==> src/tpc_pkg.sv <==
// Shared types, register indexes and reset constants for the fan curve controller.
`timescale 1ns / 1ps

package tpc_pkg;

    localparam int TEMP_WIDTH_DEF = 14;
    localparam int PWM_WIDTH      = 7;
    localparam int CFG_IDX_WIDTH  = 2;
    // quotient bits of the ramp division, one per divider step
    localparam int QUOT_BITS      = PWM_WIDTH;
    localparam int STEP_WIDTH     = $clog2(QUOT_BITS);

    localparam logic [CFG_IDX_WIDTH-1:0] CFG_PWM_FLOOR   = 2'd0;
    localparam logic [CFG_IDX_WIDTH-1:0] CFG_PWM_CEILING = 2'd1;
    localparam logic [CFG_IDX_WIDTH-1:0] CFG_RAMP_START  = 2'd2;
    localparam logic [CFG_IDX_WIDTH-1:0] CFG_RAMP_END    = 2'd3;

    localparam logic [PWM_WIDTH-1:0] PWM_FLOOR_RST   = 7'd0;
    localparam logic [PWM_WIDTH-1:0] PWM_CEILING_RST = 7'd100;
    localparam logic [PWM_WIDTH-1:0] RAMP_START_RST  = 7'd0;
    localparam logic [PWM_WIDTH-1:0] RAMP_END_RST    = 7'd100;

    typedef enum logic [5:0] {
        S_IDLE     = 6'b000001,
        S_CLASSIFY = 6'b000010,
        S_MUL      = 6'b000100,
        S_SUM      = 6'b001000,
        S_DIV      = 6'b010000,
        S_FINISH   = 6'b100000
    } t_state;

    typedef struct packed {
        logic accept;
        logic classify;
        logic mul;
        logic sum;
        logic div_step;
        logic load_out;
    } t_dp_cmd;

    typedef struct packed {
        logic cmd_needed;
        logic direct;
        logic div_last;
        logic out_free;
    } t_dp_status;

endpackage

==> src/tpc_ctrl.sv <==
// Sequencer for one poll word: update, classify, multiply, sum, divide, deliver.
`timescale 1ns / 1ps

module tpc_ctrl (
    input  logic                 i_clk,
    input  logic                 i_rst_n,
    input  logic                 i_valid,
    input  tpc_pkg::t_dp_status  i_status,
    output tpc_pkg::t_dp_cmd     o_cmd,
    output logic                 o_busy
);
    import tpc_pkg::*;

    t_state r_state;
    t_state n_state;

    always_ff @(posedge i_clk) begin
        if (!i_rst_n) begin
            r_state <= S_IDLE;
        end else begin
            r_state <= n_state;
        end
    end

    always_comb begin
        n_state = r_state;
        o_cmd   = '0;
        case (r_state)
            S_IDLE: begin
                if (i_valid) begin
                    o_cmd.accept = 1'b1;
                    n_state = S_CLASSIFY;
                end
            end
            S_CLASSIFY: begin
                // no command this word: go straight to delivery
                if (!i_status.cmd_needed) begin
                    n_state = S_FINISH;
                end else begin
                    o_cmd.classify = 1'b1;
                    n_state = i_status.direct ? S_FINISH : S_MUL;
                end
            end
            S_MUL: begin
                o_cmd.mul = 1'b1;
                n_state = S_SUM;
            end
            S_SUM: begin
                o_cmd.sum = 1'b1;
                n_state = S_DIV;
            end
            S_DIV: begin
                o_cmd.div_step = 1'b1;
                if (i_status.div_last) begin
                    n_state = S_FINISH;
                end
            end
            S_FINISH: begin
                if (i_status.out_free) begin
                    o_cmd.load_out = 1'b1;
                    n_state = S_IDLE;
                end
            end
            default: begin
                n_state = S_IDLE;
            end
        endcase
    end

    assign o_busy = (r_state != S_IDLE);

endmodule

==> src/tpc_dp.sv <==
// Datapath: mode and set-point state, curve registers, ramp multiply and divider.
`timescale 1ns / 1ps

module tpc_dp #(
    parameter int TEMP_WIDTH = tpc_pkg::TEMP_WIDTH_DEF
) (
    input  logic                                  i_clk,
    input  logic                                  i_rst_n,
    input  tpc_pkg::t_dp_cmd                      i_cmd,
    output tpc_pkg::t_dp_status                   o_status,
    input  logic                                  i_cfg_we,
    input  logic [tpc_pkg::CFG_IDX_WIDTH-1:0]     i_cfg_idx,
    input  logic [tpc_pkg::PWM_WIDTH-1:0]         i_cfg_data,
    input  logic                                  i_reading_valid,
    input  logic signed [TEMP_WIDTH-1:0]          i_temperature,
    input  logic                                  i_mode_button,
    input  logic                                  i_low_button,
    input  logic                                  i_high_button,
    input  logic                                  i_stall,
    output logic                                  o_valid,
    output logic [tpc_pkg::PWM_WIDTH-1:0]         o_pwm_command,
    output logic                                  o_command_valid,
    output logic                                  o_operational,
    output logic signed [TEMP_WIDTH-1:0]          o_low_set_point,
    output logic signed [TEMP_WIDTH-1:0]          o_high_set_point,
    output logic signed [TEMP_WIDTH-1:0]          o_held_temperature
);
    import tpc_pkg::*;

    // products are PWM x span wide, the numerator one bit more
    localparam int PW = TEMP_WIDTH + PWM_WIDTH;
    localparam int NW = PW + 1;

    logic [PWM_WIDTH-1:0] r_floor, r_ceiling, r_start, r_end;

    logic                         r_mode, r_mb_last, r_pending, r_cmd_needed;
    logic signed [TEMP_WIDTH-1:0] r_latest, r_low, r_high;

    logic [TEMP_WIDTH-1:0]  r_span, r_below, r_above;
    logic [PW-1:0]          r_prod_a, r_prod_b;
    logic [NW-1:0]          r_rem;
    logic [QUOT_BITS-1:0]   r_quot;
    logic [STEP_WIDTH-1:0]  r_step;
    logic [PWM_WIDTH-1:0]   r_cmd;

    logic                         r_out_valid;
    logic [PWM_WIDTH-1:0]         r_out_pwm;
    logic                         r_out_cmd_valid;
    logic                         r_out_mode;
    logic signed [TEMP_WIDTH-1:0] r_out_low, r_out_high, r_out_held;

    // accept-cycle state update
    logic                         n_mode, n_pend_any;
    logic signed [TEMP_WIDTH-1:0] n_latest, n_low_cand, n_high_cand;

    always_comb begin
        n_latest    = i_reading_valid ? i_temperature : r_latest;
        n_mode      = r_mode ^ (i_mode_button & ~r_mb_last);
        n_pend_any  = r_pending | i_reading_valid;
        n_low_cand  = i_low_button  ? n_latest : r_low;
        n_high_cand = i_high_button ? n_latest : r_high;
    end

    // classification against the set points
    logic signed [TEMP_WIDTH:0] w_span, w_below, w_above;
    logic                       w_lt_low, w_gt_high, w_direct;
    logic [PWM_WIDTH-1:0]       w_direct_val;

    always_comb begin
        w_span    = {r_high[TEMP_WIDTH-1], r_high} - {r_low[TEMP_WIDTH-1], r_low};
        w_below   = {r_high[TEMP_WIDTH-1], r_high} - {r_latest[TEMP_WIDTH-1], r_latest};
        w_above   = {r_latest[TEMP_WIDTH-1], r_latest} - {r_low[TEMP_WIDTH-1], r_low};
        w_lt_low  = (r_latest < r_low);
        w_gt_high = (r_latest > r_high);
        w_direct  = w_lt_low | w_gt_high | (r_low == r_high);
        if (w_lt_low) begin
            w_direct_val = r_floor;
        end else if (w_gt_high) begin
            w_direct_val = r_ceiling;
        end else begin
            w_direct_val = r_start;
        end
    end

    // restoring divider: one quotient bit per step, quotient fits PWM width
    logic [NW-1:0]        w_trial;
    logic                 w_fits;
    logic [QUOT_BITS-1:0] w_quot_next;

    always_comb begin
        w_trial     = {{(NW-TEMP_WIDTH){1'b0}}, r_span} << r_step;
        w_fits      = (r_rem >= w_trial);
        w_quot_next = r_quot;
        w_quot_next[r_step] = w_fits;
    end

    always_ff @(posedge i_clk) begin
        if (!i_rst_n) begin
            r_floor   <= PWM_FLOOR_RST;
            r_ceiling <= PWM_CEILING_RST;
            r_start   <= RAMP_START_RST;
            r_end     <= RAMP_END_RST;
        end else if (i_cfg_we) begin
            case (i_cfg_idx)
                CFG_PWM_FLOOR:   r_floor   <= i_cfg_data;
                CFG_PWM_CEILING: r_ceiling <= i_cfg_data;
                CFG_RAMP_START:  r_start   <= i_cfg_data;
                CFG_RAMP_END:    r_end     <= i_cfg_data;
                default: ;
            endcase
        end
    end

    always_ff @(posedge i_clk) begin
        if (!i_rst_n) begin
            r_mode       <= 1'b0;
            r_mb_last    <= 1'b0;
            r_pending    <= 1'b0;
            r_cmd_needed <= 1'b0;
            r_latest     <= '0;
            r_low        <= '0;
            r_high       <= '0;
        end else if (i_cmd.accept) begin
            r_mode       <= n_mode;
            r_mb_last    <= i_mode_button;
            r_latest     <= n_latest;
            r_pending    <= n_pend_any & ~n_mode;
            r_cmd_needed <= n_pend_any & n_mode;
            if (!n_mode) begin
                // inverted set points clear both
                if (n_high_cand < n_low_cand) begin
                    r_low  <= '0;
                    r_high <= '0;
                end else begin
                    r_low  <= n_low_cand;
                    r_high <= n_high_cand;
                end
            end
        end
    end

    always_ff @(posedge i_clk) begin
        if (i_cmd.accept) begin
            r_cmd <= '0;
        end else if (i_cmd.classify) begin
            r_span  <= w_span[TEMP_WIDTH-1:0];
            r_below <= w_below[TEMP_WIDTH-1:0];
            r_above <= w_above[TEMP_WIDTH-1:0];
            r_cmd   <= w_direct_val;
        end else if (i_cmd.mul) begin
            r_prod_a <= {{(PW-PWM_WIDTH){1'b0}}, r_start} * {{(PW-TEMP_WIDTH){1'b0}}, r_below};
            r_prod_b <= {{(PW-PWM_WIDTH){1'b0}}, r_end} * {{(PW-TEMP_WIDTH){1'b0}}, r_above};
        end else if (i_cmd.sum) begin
            r_rem  <= {1'b0, r_prod_a} + {1'b0, r_prod_b};
            r_quot <= '0;
            r_step <= STEP_WIDTH'(QUOT_BITS - 1);
        end else if (i_cmd.div_step) begin
            if (w_fits) begin
                r_rem <= r_rem - w_trial;
            end
            r_quot <= w_quot_next;
            r_step <= r_step - 1'b1;
            r_cmd  <= w_quot_next;
        end
    end

    // output word register
    always_ff @(posedge i_clk) begin
        if (!i_rst_n) begin
            r_out_valid <= 1'b0;
        end else if (i_cmd.load_out) begin
            r_out_valid <= 1'b1;
        end else if (!i_stall) begin
            r_out_valid <= 1'b0;
        end
    end

    // state fields are captured too, the next word may update them while this one waits
    always_ff @(posedge i_clk) begin
        if (i_cmd.load_out) begin
            r_out_pwm       <= r_cmd;
            r_out_cmd_valid <= r_cmd_needed;
            r_out_mode      <= r_mode;
            r_out_low       <= r_low;
            r_out_high      <= r_high;
            r_out_held      <= r_latest;
        end
    end

    assign o_status.cmd_needed = r_cmd_needed;
    assign o_status.direct     = w_direct;
    assign o_status.div_last   = (r_step == '0);
    assign o_status.out_free   = ~r_out_valid | ~i_stall;

    assign o_valid            = r_out_valid;
    assign o_pwm_command      = r_out_pwm;
    assign o_command_valid    = r_out_cmd_valid;
    assign o_operational      = r_out_mode;
    assign o_low_set_point    = r_out_low;
    assign o_high_set_point   = r_out_high;
    assign o_held_temperature = r_out_held;

endmodule

==> src/temperature_to_pwm_curve_controller.sv <==
// Top level of the temperature to PWM fan curve controller.
// Usage:
//   Input channel (i_valid / o_stall) takes one poll word: an optional new
//   reading, the temperature and three button levels. Output channel
//   (o_valid / i_stall) returns exactly one word per poll word: duty command,
//   command flag, mode, both set points and the held reading.
//   Steps: accept, classify and deliver when no command is issued, the reading
//   falls outside the ramp or the span is zero; for a ramp value classify,
//   multiply, sum, 7 steps of the restoring divider, then deliver. One word
//   is worked on at a time, and the next word can be accepted in the cycle
//   after delivery.
//   o_stall is high while a word is being worked on. A result waiting under
//   i_stall does not block the next accept; that word then waits in its
//   final cycle until the output register frees up.
//   Reset (synchronous, active low) clears mode, set points and held reading,
//   and loads floor 0, ceiling 100, ramp start 0, ramp end 100.
//   Configuration writes through i_cfg_we/i_cfg_idx/i_cfg_data while idle.
`timescale 1ns / 1ps

module temperature_to_pwm_curve_controller #(
    parameter int TEMP_WIDTH = tpc_pkg::TEMP_WIDTH_DEF
) (
    input  logic                               i_clk,
    input  logic                               i_rst_n,
    input  logic                               i_cfg_we,
    input  logic [tpc_pkg::CFG_IDX_WIDTH-1:0]  i_cfg_idx,
    input  logic [tpc_pkg::PWM_WIDTH-1:0]      i_cfg_data,
    input  logic                               i_valid,
    output logic                               o_stall,
    input  logic                               i_reading_valid,
    input  logic signed [TEMP_WIDTH-1:0]       i_temperature,
    input  logic                               i_mode_button,
    input  logic                               i_low_button,
    input  logic                               i_high_button,
    output logic                               o_valid,
    input  logic                               i_stall,
    output logic [tpc_pkg::PWM_WIDTH-1:0]      o_pwm_command,
    output logic                               o_command_valid,
    output logic                               o_operational,
    output logic signed [TEMP_WIDTH-1:0]       o_low_set_point,
    output logic signed [TEMP_WIDTH-1:0]       o_high_set_point,
    output logic signed [TEMP_WIDTH-1:0]       o_held_temperature
);
    import tpc_pkg::*;

    t_dp_cmd    w_cmd;
    t_dp_status w_status;
    logic       w_busy;

    tpc_ctrl u_ctrl (
        .i_clk    (i_clk),
        .i_rst_n  (i_rst_n),
        .i_valid  (i_valid),
        .i_status (w_status),
        .o_cmd    (w_cmd),
        .o_busy   (w_busy)
    );

    tpc_dp #(
        .TEMP_WIDTH (TEMP_WIDTH)
    ) u_dp (
        .i_clk              (i_clk),
        .i_rst_n            (i_rst_n),
        .i_cmd              (w_cmd),
        .o_status           (w_status),
        .i_cfg_we           (i_cfg_we),
        .i_cfg_idx          (i_cfg_idx),
        .i_cfg_data         (i_cfg_data),
        .i_reading_valid    (i_reading_valid),
        .i_temperature      (i_temperature),
        .i_mode_button      (i_mode_button),
        .i_low_button       (i_low_button),
        .i_high_button      (i_high_button),
        .i_stall            (i_stall),
        .o_valid            (o_valid),
        .o_pwm_command      (o_pwm_command),
        .o_command_valid    (o_command_valid),
        .o_operational      (o_operational),
        .o_low_set_point    (o_low_set_point),
        .o_high_set_point   (o_high_set_point),
        .o_held_temperature (o_held_temperature)
    );

    assign o_stall = w_busy;

    // a duty command only comes out of operational mode
    a_cmd_operational: assert property (@(posedge i_clk) disable iff (!i_rst_n)
        (o_valid && o_command_valid) |-> o_operational)
        else $error("command issued in configuration mode");

    a_no_cmd_zero: assert property (@(posedge i_clk) disable iff (!i_rst_n)
        (o_valid && !o_command_valid) |-> (o_pwm_command == '0))
        else $error("nonzero duty without command");

    a_points_ordered: assert property (@(posedge i_clk) disable iff (!i_rst_n)
        o_valid |-> (o_high_set_point >= o_low_set_point))
        else $error("set points out of order");

    a_busy_after_accept: assert property (@(posedge i_clk) disable iff (!i_rst_n)
        (i_valid && !o_stall) |=> o_stall)
        else $error("not busy after accepting a word");

endmodule

==> config.mk <==
export PLATFORM = sky130hd
export DESIGN_NAME = temperature_to_pwm_curve_controller
export DESIGN_NICKNAME = d
export VERILOG_FILES = /design/src/tpc_pkg.sv /design/src/tpc_ctrl.sv /design/src/tpc_dp.sv /design/src/temperature_to_pwm_curve_controller.sv
export SDC_FILE = /design/constraint.sdc
export NUM_CORES = 1
export LEC_CHECK = 0
export BUFFER_PORTS_ARGS = -buffer_cell sky130_fd_sc_hd__buf_2
export CORE_ASPECT_RATIO = 0.8
export CORE_MARGIN = 5
export CORE_UTILIZATION = 35
export CTS_CLUSTER_SIZE = 8
export DETAILED_ROUTE_END_ITERATION = 10
export PLACE_DENSITY = 0.49
export SETUP_SLACK_MARGIN = 0.05
export SLEW_MARGIN = 5
export SYNTH_ARGS = -nofsm -noshare
export SYNTH_HDL_FRONTEND = slang
export SYNTH_HIERARCHICAL = 1
export SYNTH_SLANG_ARGS = --single-unit
==> constraint.sdc <==
create_clock -name i_clk -period 20.3 [get_ports i_clk]
set_clock_uncertainty 0.1 [all_clocks]
set_input_delay 1.015 -clock i_clk [delete_from_list [all_inputs] [get_ports i_clk]]
set_output_delay 1.015 -clock i_clk [all_outputs]
set_load 0.01 [all_outputs]
======== Yosys cells after proc, flatten, opt, wreduce, memory -nomap -nowiden ========
Index checks and enable logic that the tools add are counted.
operators by class
  add/subtract/negate cells ............... 6
  multipliers ............................. 2
  $lt $le $gt $ge ......................... 6
  equal/unequal tests ..................... 17
  shift operators ......................... 1
  muxes and demuxes ....................... 35
  bitwise logic cells ..................... 15
  reduce and logical (&&, ||, !) cells .... 17
operator list
  cell                  count
  $mux W14              5
  $mux W22              3
  $mul A7 B14 Y21       2
  $mux W7               6
  $sub A14 B14 Y14      3
  $pmux W6 S6           1
  $mux W6               5
  $lt A14 B14 Y1        2
  $add A21 B21 Y22      1
  $ge A22 B22 Y1        1
  $shl A14 B3 Y22       1
  $sub A22 B22 Y22      1
  $eq A14 B14 Y1        1
  $gt A14 B14 Y1        1
  $mux W1               12
  $reduce_and A2 Y1     6
  $ne A2 B1 Y1 const B  5
  $reduce_and A3 Y1     3
  $bwmux W7             1
  $not A1 Y1            7
  $eq A6 B1 Y1 const B  1
  $eq A6 B2 Y1 const B  1
  $eq A6 B3 Y1 const B  1
  $eq A6 B4 Y1 const B  1
  20 further kinds      28
word-level totals
  register bits after elaboration ......... 255
  input bits .............................. 32
  output and inout bits ................... 53

======== Logic depth before layout (Yosys ltp) ========
  depth in word-level cells ............... 9
  mapped depth ............................ 19
  mapped depth without buffers ............ 18

======== Hierarchy ========
Netlist, hierarchy kept.
by module, submodules not included
  module    times used  cells an instance  area each (µm²)
  tpc_dp    1           2001               19523.7
  tpc_ctrl  1           53                 426.7

======== Worst setup path after synthesis ========
No wires, ideal clock.
  path kind ............................... input port to flip-flop
  start point ............................. in i_stall
  end point ............................... reg u_dp.r_out_cmd_valid (netlist: u_dp/o_command_valid), enable pin
  library setup time ...................... 589 ps
  arrival ................................. 6068 ps
  slack ................................... 13542 ps
  cell stages on the path ................. 3
  cell sequence ........................... nand2_1 > nand2_1 > nor4_1
RTL lines
  element                 line                                       source
  start: declaration      temperature_to_pwm_curve_controller.sv:36  input logic i_stall,
  end signal: assignment  tpc_dp.sv:182                              r_out_cmd_valid <= r_cmd_needed;
  end: declaration        tpc_dp.sv:48                               logic r_out_cmd_valid;

======== Final worst setup path ========
  start point ............................. reg u_dp.r_start[2]
  end point ............................... reg u_dp.r_prod_a[20] (data pin)
between the ends
  longest elaborated chain between the ends .. 1
ends and longest elaborated chain
  element                   line           source
  start: declaration        tpc_dp.sv:34   logic [PWM_WIDTH-1:0] r_floor, r_ceiling, r_start, r_end;
  start signal: assignment  tpc_dp.sv:107  CFG_RAMP_START: r_start <= i_cfg_data;
  $mul A7 B14 Y21           tpc_dp.sv:151  r_prod_a <= {{(PW-PWM_WIDTH){1'b0}}, r_start} * {{(PW-TEMP_WIDTH){1'b0}}, r_below};
  end signal: assignment    tpc_dp.sv:151
  end: declaration          tpc_dp.sv:40   logic [PW-1:0] r_prod_a, r_prod_b;
No other way between the ends.
A chain may end at the register's enable or synchronous reset.

==> qor.csv <==
metric,value,unit
wl_per_cell,19.5,um
antenna_found_initial,1,
diodes,0,
setup_tns,0,ns
root_buffer,clkbuf_16,
globalplace.congestion,0.904,
antenna_left,0,
finalSetupViolations,0,
netlist_instances,2054,
viasPerCell,5.12,
dpl_cell_area,21200,um2
synth_seq_cells,255,
io_buffer_count,84,
grt_overflow,0,
critPathRequiredTime,20.48,ns
report.final.hold_viol_count,0,
cts_inserted_buffers,38,
max_slew_margin,28.7,%
synthFlopType,edfxtp_1,
slew_violations,0,
worst_ep_arrival_time,5.34,ns
min_period,5.16,ns
cap_viol_max_count,0,
fmax,0.194,GHz
yosysTopAreaCell,edfxtp_1,
cp_max_fo,16,
htreeDepth,2,
synthArstFlopShare,0,%
status,"finished, final reports clean",
drc,0,
die-area,61900,um2
worstSetupPathType,register to register,
place_inst,2844,
area_delta_synth_final,11.8,%
dieHeight,224,um
cp-end-kind,register,
cts_hold_buf,0,
grt_use_total,18.3,%
synth_edf_count,167,
drive_gt1_share,8.13,%
clockBufferDepth,3,
worst_ir_drop_vdd,0.0000501,V
cts_tree,done,
ys_top_cells_by_area,"edfxtp_1, fa_1, ha_1",
core,56600,um2
drt_iter0_drc,963,
final_cells,2913,
grt_pass1_vias,15200,
power.density,74.6,nW/um2
syn_nets,2385,
syn-cell-area,20000,um2
critPathLaunchType,register,
path_clk_slew,0.05,ns
syn_avg_cell_area,9.71,um2
synth.distinct_cells,80,
vias,14900,
rsz0062_at_grt,false,
io_pins,85,
clock_sinks,255,
finish.instance_area,22300,um2
post_cts_resize_count,0,
hold_class,register to register,
tightest_slew,1.07,ns
grt_pass1_wl,88900,um
grt_max_degree,45,
post-route-period-util,25.4,%
yosysSeqAreaShare,34.0,%
rows,78,
final_nets,2455,
cts_setup_buffers,0,
dr.pass1.iters,5,
finalWirelength,56900,um
start_util,35.2,%
detailed_place_hpwl,44300,um
p_leak,9.71,nW
synth_warnings,6,
synth_top_area_share,25.1,%
insertion_delay,0.55,ns
die_w,277,um
## cell usage after synthesis (5+ instances only)
| cell type | instances |
|---|---|
| xnor2_1 | 64 |
| o21bai_1 | 5 |
| ha_1 | 176 |
| buf_1 | 6 |
| xor2_1 | 38 |
| o21ai_1 | 7 |
| nor2b_1 | 25 |
| mux4_2 | 6 |
| o21a_1 | 17 |
| o22ai_1 | 14 |
| a21boi_0 | 5 |
| o31ai_1 | 6 |
| clkbuf_1 | 49 |
| and2_1 | 148 |
| nand3_1 | 31 |
| a21oi_1 | 128 |
| inv_1 | 201 |
| nor3_1 | 39 |
| o21ai_0 | 72 |
| nand2b_1 | 26 |
| or3_1 | 8 |
| mux2i_1 | 46 |
| a31oi_1 | 7 |
| buf_2 | 7 |
| edfxtp_1 | 167 |
| dfxtp_1 | 88 |
| a211oi_1 | 40 |
| o221ai_1 | 9 |
| fa_1 | 123 |
| and3_1 | 12 |
| a21o_1 | 39 |
| o211ai_1 | 8 |
| nand4_1 | 10 |
| nor2_1 | 149 |
| nor4_1 | 7 |
| or2_2 | 5 |
| nand2_1 | 190 |
## final timing paths
check	start	slack (ns)	cells past startpoint	end
worst max-delay path	u_dp/r_start[2]	15.14	16	u_dp/r_prod_a[20]
worst min-delay path	u_dp/r_cmd[0]	0.34	0	u_dp/o_pwm_command[0]
worst max register to register	u_dp/r_start[2]	15.14	16	u_dp/r_prod_a[20]
worst min register to register	u_dp/r_cmd[0]	0.34	0	u_dp/o_pwm_command[0]
## cells in the final DEF, fill, tap and decap left out, drive strengths merged, types with 25 or more instances in the layout
cell / n
xor2: 38
ha: 176
and2: 148
a21o: 39
nor3: 41
a21oi: 128
edfxtp: 167
xnor2: 64
inv: 204
clkbuf: 66
fa: 123
nand3: 31
a211oi: 42
mux2i: 46
nand2b: 26
nor2b: 25
buf: 97
dfxtp: 88
o21ai: 80
nand2: 190
nor2: 149
## critical path, cell delays in order, from the launching register on
cell	delay, ns
dfxtp_1	0.66
and2_1	0.24
fa_1	0.46
fa_1	0.51
fa_1	0.49
inv_1	0.05
fa_1	0.47
inv_1	0.04
ha_1	0.33
a21o_1	0.18
a21o_1	0.16
a21o_1	0.20
a22o_1	0.20
a311oi_1	0.35
o31ai_1	0.14
a21oi_1	0.22
xnor2_1	0.09
## flip-flops by register name (all words and copies together), names as in the netlist, 3 cells and up
| name | cells |
|---|---|
| u_dp/r_ceiling | 7 |
| u_dp/r_floor | 7 |
| u_dp/r_cmd | 7 |
| u_dp/r_span | 14 |
| u_dp/r_high | 14 |
| u_dp/o_high_set_point | 14 |
| u_dp/o_held_temperature | 14 |
| u_dp/r_prod_b | 21 |
| u_dp/r_start | 7 |
| u_dp/o_low_set_point | 14 |
| u_dp/o_pwm_command | 7 |
| u_dp/r_rem | 22 |
| u_dp/r_prod_a | 21 |
| u_ctrl/r_state | 6 |
| u_dp/r_low | 14 |
| u_dp/r_above | 14 |
| u_dp/r_step | 3 |
| u_dp/r_below | 14 |
| u_dp/r_end | 7 |
| u_dp/r_latest | 14 |
| u_dp/r_quot | 7 |
## per-layer routing
layer	GRT usage (%)	vias up	wire length [um]
met4	5.69	0	1870
met1	25.7	7229	27300
met2	29.2	333	25000
li1	-	7258	-
met5	0	-	0
met3	3.13	83	2840
## cell families (layout without fill, tap and decap cells)
family                   count (synthesis)  after routing  share of synthesized area (%)
multiplexers                            54             54                           3.10
AND/OR/NAND/NOR                        671            671                           16.6
adder cells (fa/ha/maj)                299            299                           23.4
XOR/XNOR                               102            102                           4.48
AO/OA/AOI/OAI                          402            402                           13.2
flip-flops                             255            255                           34.0
buffers and inverters                  271            370                           5.26
## power by group
group | switching [mW] | internal (mW)
Clock | 0.242 | 0.362
Sequential | 0.0307 | 0.592
Combinational | 0.257 | 0.179
Total | 0.530 | 1.13
## area by class of cell
type | instances | area, um2
Clock buffer | 66 | 1090
Clock inverter | 3 | 33.8
Fill cell | 5634 | 34300
Inverter | 204 | 766
Multi-Input combinational cell | 1528 | 12200
Sequential cell | 255 | 6780
Tap cell | 760 | 951
Timing Repair Buffer | 97 | 518
## per-stage QoR
stage | total power, mW | utilization [%] | hold slack (ns) | setup slack, ns
floorplan | 0.938 | - | 0.309 | 13.54
global placement | 1.06 | 37.4 | 0.330 | 15.29
detailed placement | 1.07 | 37.4 | 0.335 | 15.18
CTS | 1.68 | 39.4 | 0.348 | 15.16
global route | 1.76 | 39.4 | 0.362 | 14.85
finish | 1.66 | 39.4 | 0.343 | 15.14
No activity file was read; power rests on OpenSTA's default activity.
